--- config.mk ---
export PLATFORM = sky130hd
export DESIGN_NAME = htd_ram
export DESIGN_NICKNAME = d
export VERILOG_FILES = /design/src/hdl/htd_ram.sv
export SDC_FILE = /design/constraint.sdc
export NUM_CORES = 1
export LEC_CHECK = 0
export BUFFER_PORTS_ARGS = -buffer_cell sky130_fd_sc_hd__buf_2
export CAP_MARGIN = 5
export CORE_MARGIN = 2
export CORE_UTILIZATION = 55
export CTS_BUF_LIST = sky130_fd_sc_hd__clkbuf_4 sky130_fd_sc_hd__clkbuf_8 sky130_fd_sc_hd__clkbuf_16
export DETAILED_ROUTE_END_ITERATION = 10
export PLACE_DENSITY = 0.73
export RECOVER_POWER = 25
export SLEW_MARGIN = 15
export SYNTH_ARGS = -nofsm -noshare
export SYNTH_HDL_FRONTEND = slang
export SYNTH_SLANG_ARGS = --single-unit
--- constraint.sdc ---
create_clock -name i_clk -period 5.55 [get_ports i_clk]
set_input_delay 1.11 -clock i_clk [delete_from_list [all_inputs] [get_ports i_clk]]
set_output_delay 1.11 -clock i_clk [all_outputs]
set_load 0.1 [all_outputs]
--- src/hdl/htd_ram.sv ---
// Generic simple dual-port RAM: one write port, one read port, registered read.
// No dependencies.

module htd_ram #(
    parameter int WIDTH = 8,
    parameter int DEPTH = 16
) (
    input  logic                     i_clk,
    input  logic                     i_we,
    input  logic [$clog2(DEPTH)-1:0] i_waddr,
    input  logic [WIDTH-1:0]         i_wdata,
    input  logic [$clog2(DEPTH)-1:0] i_raddr,
    output logic [WIDTH-1:0]         o_rdata
);

    logic [WIDTH-1:0] r_mem [DEPTH];
    logic [WIDTH-1:0] r_rdata;

    always_ff @(posedge i_clk) begin
        if (i_we) begin
            r_mem[i_waddr] <= i_wdata;
        end
        r_rdata <= r_mem[i_raddr];
    end

    assign o_rdata = r_rdata;

endmodule

==> After elaboration in Yosys (flattened, before gate mapping) <==
Memory sizes are Yosys's and may differ from the RTL's. A register that Yosys moved wholly into a read port is not among the register bits.
Index checks and enable logic that the tools add are counted.
W data, S select, Z words.
{ "word_totals": {"ff_bits": 0, "mem_bits_rw": 128, "inputBits": 18, "output_inout_bits": 8, "wordCells": 3, "memories": 1} }
{ "classes": {"mux": 2} }
{ "memory_table": {"columns": ["memory", "words", "width", "rd", "rd_clocked_by_memory_dff", "wr", "line_no", "rtl"], "rows": [
  ["r_mem", 16, 8, 1, 1, 1, "16", "logic [WIDTH-1:0] r_mem [DEPTH];"]
]} }
{ "op_table": {"columns": ["cell", "n"], "rows": [
  ["$mux W1", 2]
]} }

==> Longest topological paths before layout <==
{ "depth": {"depth_word": 2, "ltp_mapped": 5, "ltp_nobuf": 3} }

==> Worst setup path after synthesis <==
No wires, ideal clock.
{ "synth_timing": {"path_type": "in2reg", "start": "in i_waddr[2]", "end": "mem r_mem[0][0], enable pin", "arrival_time_ps": 2220, "slack_ps": 2947, "cell_stages": 2, "n_path_buf": 0, "path_cell_list": "or3b_2 > nor3_1"} }
{ "synth_lines": {"columns": ["item", "line_no", "rtl"], "rows": [
  ["start, declared", "10", "input logic [$clog2(DEPTH)-1:0] i_waddr,"],
  ["end, declared", "16", null]
]} }
Straight into the memory's write port.

==> run_results.csv <==
group,metric,value,unit
power,peakVddDrop,0.2198,mV
grt,grt_pass1_vias,2424,
placed_design,hpwl,6205,um
timing,finalMaxSlewViolations,0,
synthesis,synth.ff_latch_count,136,
timing,final.period_utilization,46.02,%
detailed_routing,detail_route.drc_violations,0,
timing,final_period_minus_worst_setup_slack,2.554,ns
final_layout,area_growth,15.29,%
clocking,insertion_delay_to_the_later_sink_of_the_worst_skew_pair,0.51,ns
setup_path,cp_num_buf_inv,1,
synthesis,seq_area_frac_synth,77.78,%
final_layout,nNetsFinal,282,
clocking,cts_buffers,17,
timing,max_frequency,391.5,MHz
clocking,cts_repair_resize_count,0,
setup_path,critical-path-slowest-cell,"sky130_fd_sc_hd__buf_2",
floorplanning,fp.coreArea,9153,sq um
floorplanning,starting_density,56.24,%
timing,worst-slew-pin-transition,1.151,ns
synthesis,post_synth_inst_count,229,
clocking,ctsHoldBuffers,0,
power,net_switching_share_of_the_total_power,21.62,%
setup_path,setup.worst_path.start_class,"primary input",
detailed_routing,drtAntennaViolNets,0,
final_layout,fillCellCount,577,
detailed_routing,drtIter0Drc,308,
floorplanning,design.portCount,26,
power,power_frac_comb,6.2,%
timing,setup_total_negative_slack,0,ns
power,leakage,0.001966,uW
floorplanning,die_x,100.7,um
synthesis,synthDominantAreaCellType,"sky130_fd_sc_hd__edfxtp_1",
timing,final.setup_skew,0.009525,ns
power,internal_power,1893,uW
setup_path,cpPeakStageDelay,0.76,ns
grt,grt_start_max_net_pins,33,
synthesis,synth_area_leaders,"sky130_fd_sc_hd__edfxtp_1, sky130_fd_sc_hd__mux4_2, sky130_fd_sc_hd__mux4_1",
floorplanning,die-area,10150,sq um
detailed_routing,number_of_iterations_in_the_first_detailed_routing_pass,5,
setup_path,worstPathRequired,5.93,ns
setup_path,worst-endpoint-arrival,2.93,ns
timing,grt_setup_unrepaired,"false",
setup_path,number_of_logic_stages_on_the_critical_path_including_buffering,4,
timing,hold_slack,0.6791,ns
synthesis,syn_area,5147,sq um
grt,antenna_found_initial,0,
detailed_routing,routedWlPerCell,26.27,um
hold_path,worstHoldPathType,"flip-flop to flip-flop",
placed_design,gp_routability_congestion,0.7178,
power,power_switching,522.4,uW
clocking,clkTransAtPathRegs,0.06,ns
final_layout,drive_gt1_share,26.71,%
outcome,outcome,"complete, no violations",
job,max_cap_viols,0,
timing,slew_headroom,22.96,%
power,finalPower,2416,uW
final_layout,num_antenna_cells,0,
grt,globalRouteOverflowTotal,0,
floorplanning,placement_rows,35,
synthesis,synth.lib_cells_used.distinct,19,
detailed_routing,via_count,2443,
hold_path,worst_hold_path.num_cells,3,
synthesis,ys.warnings.count,0,
clocking,cts.path.max_buffers,2,
synthesis,total_nets_after_synthesis,247,
synthesis,syn_avg_cell_area,22.48,sq um
timing,setup-violations-final,0,
detailed_routing,route.detailed.vias_per_inst,6.296,
setup_path,crit_path_max_fanout,32,
power,power_density,407.1,nW/um^2
power,clock_network_power_share,45.9,%
power,share_seq_of_total_power,47.9,%
floorplanning,dieHeight,100.7,um
setup_path,worst_r2r_path_depth,3,
clocking,cts.repair_timing.setup_buffer_count,0,
clocking,root_buffer,"sky130_fd_sc_hd__clkbuf_8",
setup_path,crit_chain,"buf_2 > mux4_1 > a22oi_1 > nand2_1",
synthesis,synth_top_area_share,74.67,%
grt,global_route_wire_length_before_repair,15060,um
clocking,cts_tree,"built",
clocking,cts_sinks,136,
timing,hold_viol_final,0,
grt,grt.total_usage,21.97,%
detailed_routing,drt_wirelength,10190,um
setup_path,timing.critical_path.max_delay_family,"buffers and inverters",
setup_path,worst_setup_path_end_kind,"flip-flop",
setup_path,criticalPathCategory,"primary input to flip-flop",
clocking,htree_levels,4,
placed_design,portBuffers,25,
## metal layers
metal / global-route usage [%] / part of all wire (%)
met5: 0 / 0
met3: 5.479 / 6.8
met1: 31.26 / 43
met2: 33.23 / 49
met4: 8.957 / 1.3
## path summary, 6_finish.rpt
kind	start	end	slack, ns
setup / recovery	i_raddr[0]	o_rdata[2]	3.00
hold / removal	r_mem[0][5]	o_rdata[5]	0.68
setup reg to reg	r_mem[9][2]	o_rdata[2]	4.17
hold reg to reg	r_mem[0][5]	o_rdata[5]	0.68
## cell type report
cell class	instances	area [sq um]	area share, %
flip-flops and latches	136	4004	67.47
well taps	111	138.9	2.340
repair buffers	26	125.1	2.108
clock buffers	20	442.9	7.464
multi-input cells	83	1072	18.07
clock inverters	12	151.4	2.551
## metrics by stage
| stage | utilization (%) | area (sq um) | worst slack (ns) | cells |
|---|---|---|---|---|
| finish | 64.84 | 5934 | 2.996 | 388 |
| global route | 64.84 | 5934 | 2.829 | 388 |
| floorplan | - | 5147 | 2.947 | 229 |
| detailed placement | 58.43 | 5348 | 2.426 | 356 |
| CTS | 64.92 | 5942 | 2.941 | 388 |
| global placement | 58.37 | 5343 | 2.376 | 356 |
## tightest hold or removal path, delay by kind of cell (launching register included)
family	cells	cell delay [ns]
AOI/OAI and AO/OA	1	0.08
muxes	1	0.21
and+or+nand+nor	1	0.06
DFF	1	0.31
## power by group through the flow
stage                     clock network (uW)  registers, uW  logic [uW]
final                                   1110           1160         149
after global routing                    1160           1160         158
after CTS                               1120           1160         151
after detailed placement                   0           1180         150
after global placement                     0           1180         146
after floorplan                            0           1220        58.3
## Yosys cell counts
library cell	n
sky130_fd_sc_hd__nand3_1	1
sky130_fd_sc_hd__nand2_1	9
sky130_fd_sc_hd__buf_4	1
sky130_fd_sc_hd__or3b_2	1
sky130_fd_sc_hd__and2_1	1
sky130_fd_sc_hd__buf_2	3
sky130_fd_sc_hd__mux4_1	14
sky130_fd_sc_hd__nand3b_1	2
sky130_fd_sc_hd__edfxtp_1	128
sky130_fd_sc_hd__clkdlybuf4s25_2	3
sky130_fd_sc_hd__nor2b_1	1
sky130_fd_sc_hd__buf_6	3
sky130_fd_sc_hd__dfxtp_1	8
sky130_fd_sc_hd__mux4_2	18
sky130_fd_sc_hd__nor2_1	13
sky130_fd_sc_hd__a22oi_1	16
sky130_fd_sc_hd__nor3_1	4
sky130_fd_sc_hd__and2b_1	1
sky130_fd_sc_hd__nand2b_1	2
## placed cells by master (no fill, tap or decap), types with 2 or more instances in the layout
cell | synthesis | final
sky130_fd_sc_hd__clkbuf_8 | 0 | 2
sky130_fd_sc_hd__mux4_2 | 18 | 18
sky130_fd_sc_hd__clkbuf_1 | 0 | 6
sky130_fd_sc_hd__nand2b_1 | 2 | 2
sky130_fd_sc_hd__nand2_1 | 9 | 9
sky130_fd_sc_hd__nor2_1 | 13 | 13
sky130_fd_sc_hd__dfxtp_1 | 8 | 8
sky130_fd_sc_hd__edfxtp_1 | 128 | 128
sky130_fd_sc_hd__buf_2 | 3 | 19
sky130_fd_sc_hd__nor3_2 | 0 | 3
sky130_fd_sc_hd__clkinv_2 | 0 | 3
sky130_fd_sc_hd__clkinvlp_4 | 0 | 5
sky130_fd_sc_hd__bufinv_16 | 0 | 3
sky130_fd_sc_hd__mux4_1 | 14 | 14
sky130_fd_sc_hd__nand3b_1 | 2 | 2
sky130_fd_sc_hd__clkbuf_4 | 0 | 2
sky130_fd_sc_hd__a22oi_1 | 16 | 16
sky130_fd_sc_hd__clkbuf_16 | 0 | 16
## flip-flops by register name, summed over array words and instances, names as in the netlist
name and cells:
o_rdata 8, r_mem 128
## kinds of logic (layout without fill, tap and decap cells)
kind of cell	after synthesis	count (layout)	share of synthesized area, %
AOI/OAI and AO/OA	16	16	2.334
muxes	32	32	15.02
buffers and inverters	10	58	1.677
DFF	136	136	77.78
and+or+nand+nor	35	35	3.184
Power figures use the tool's default switching activity.
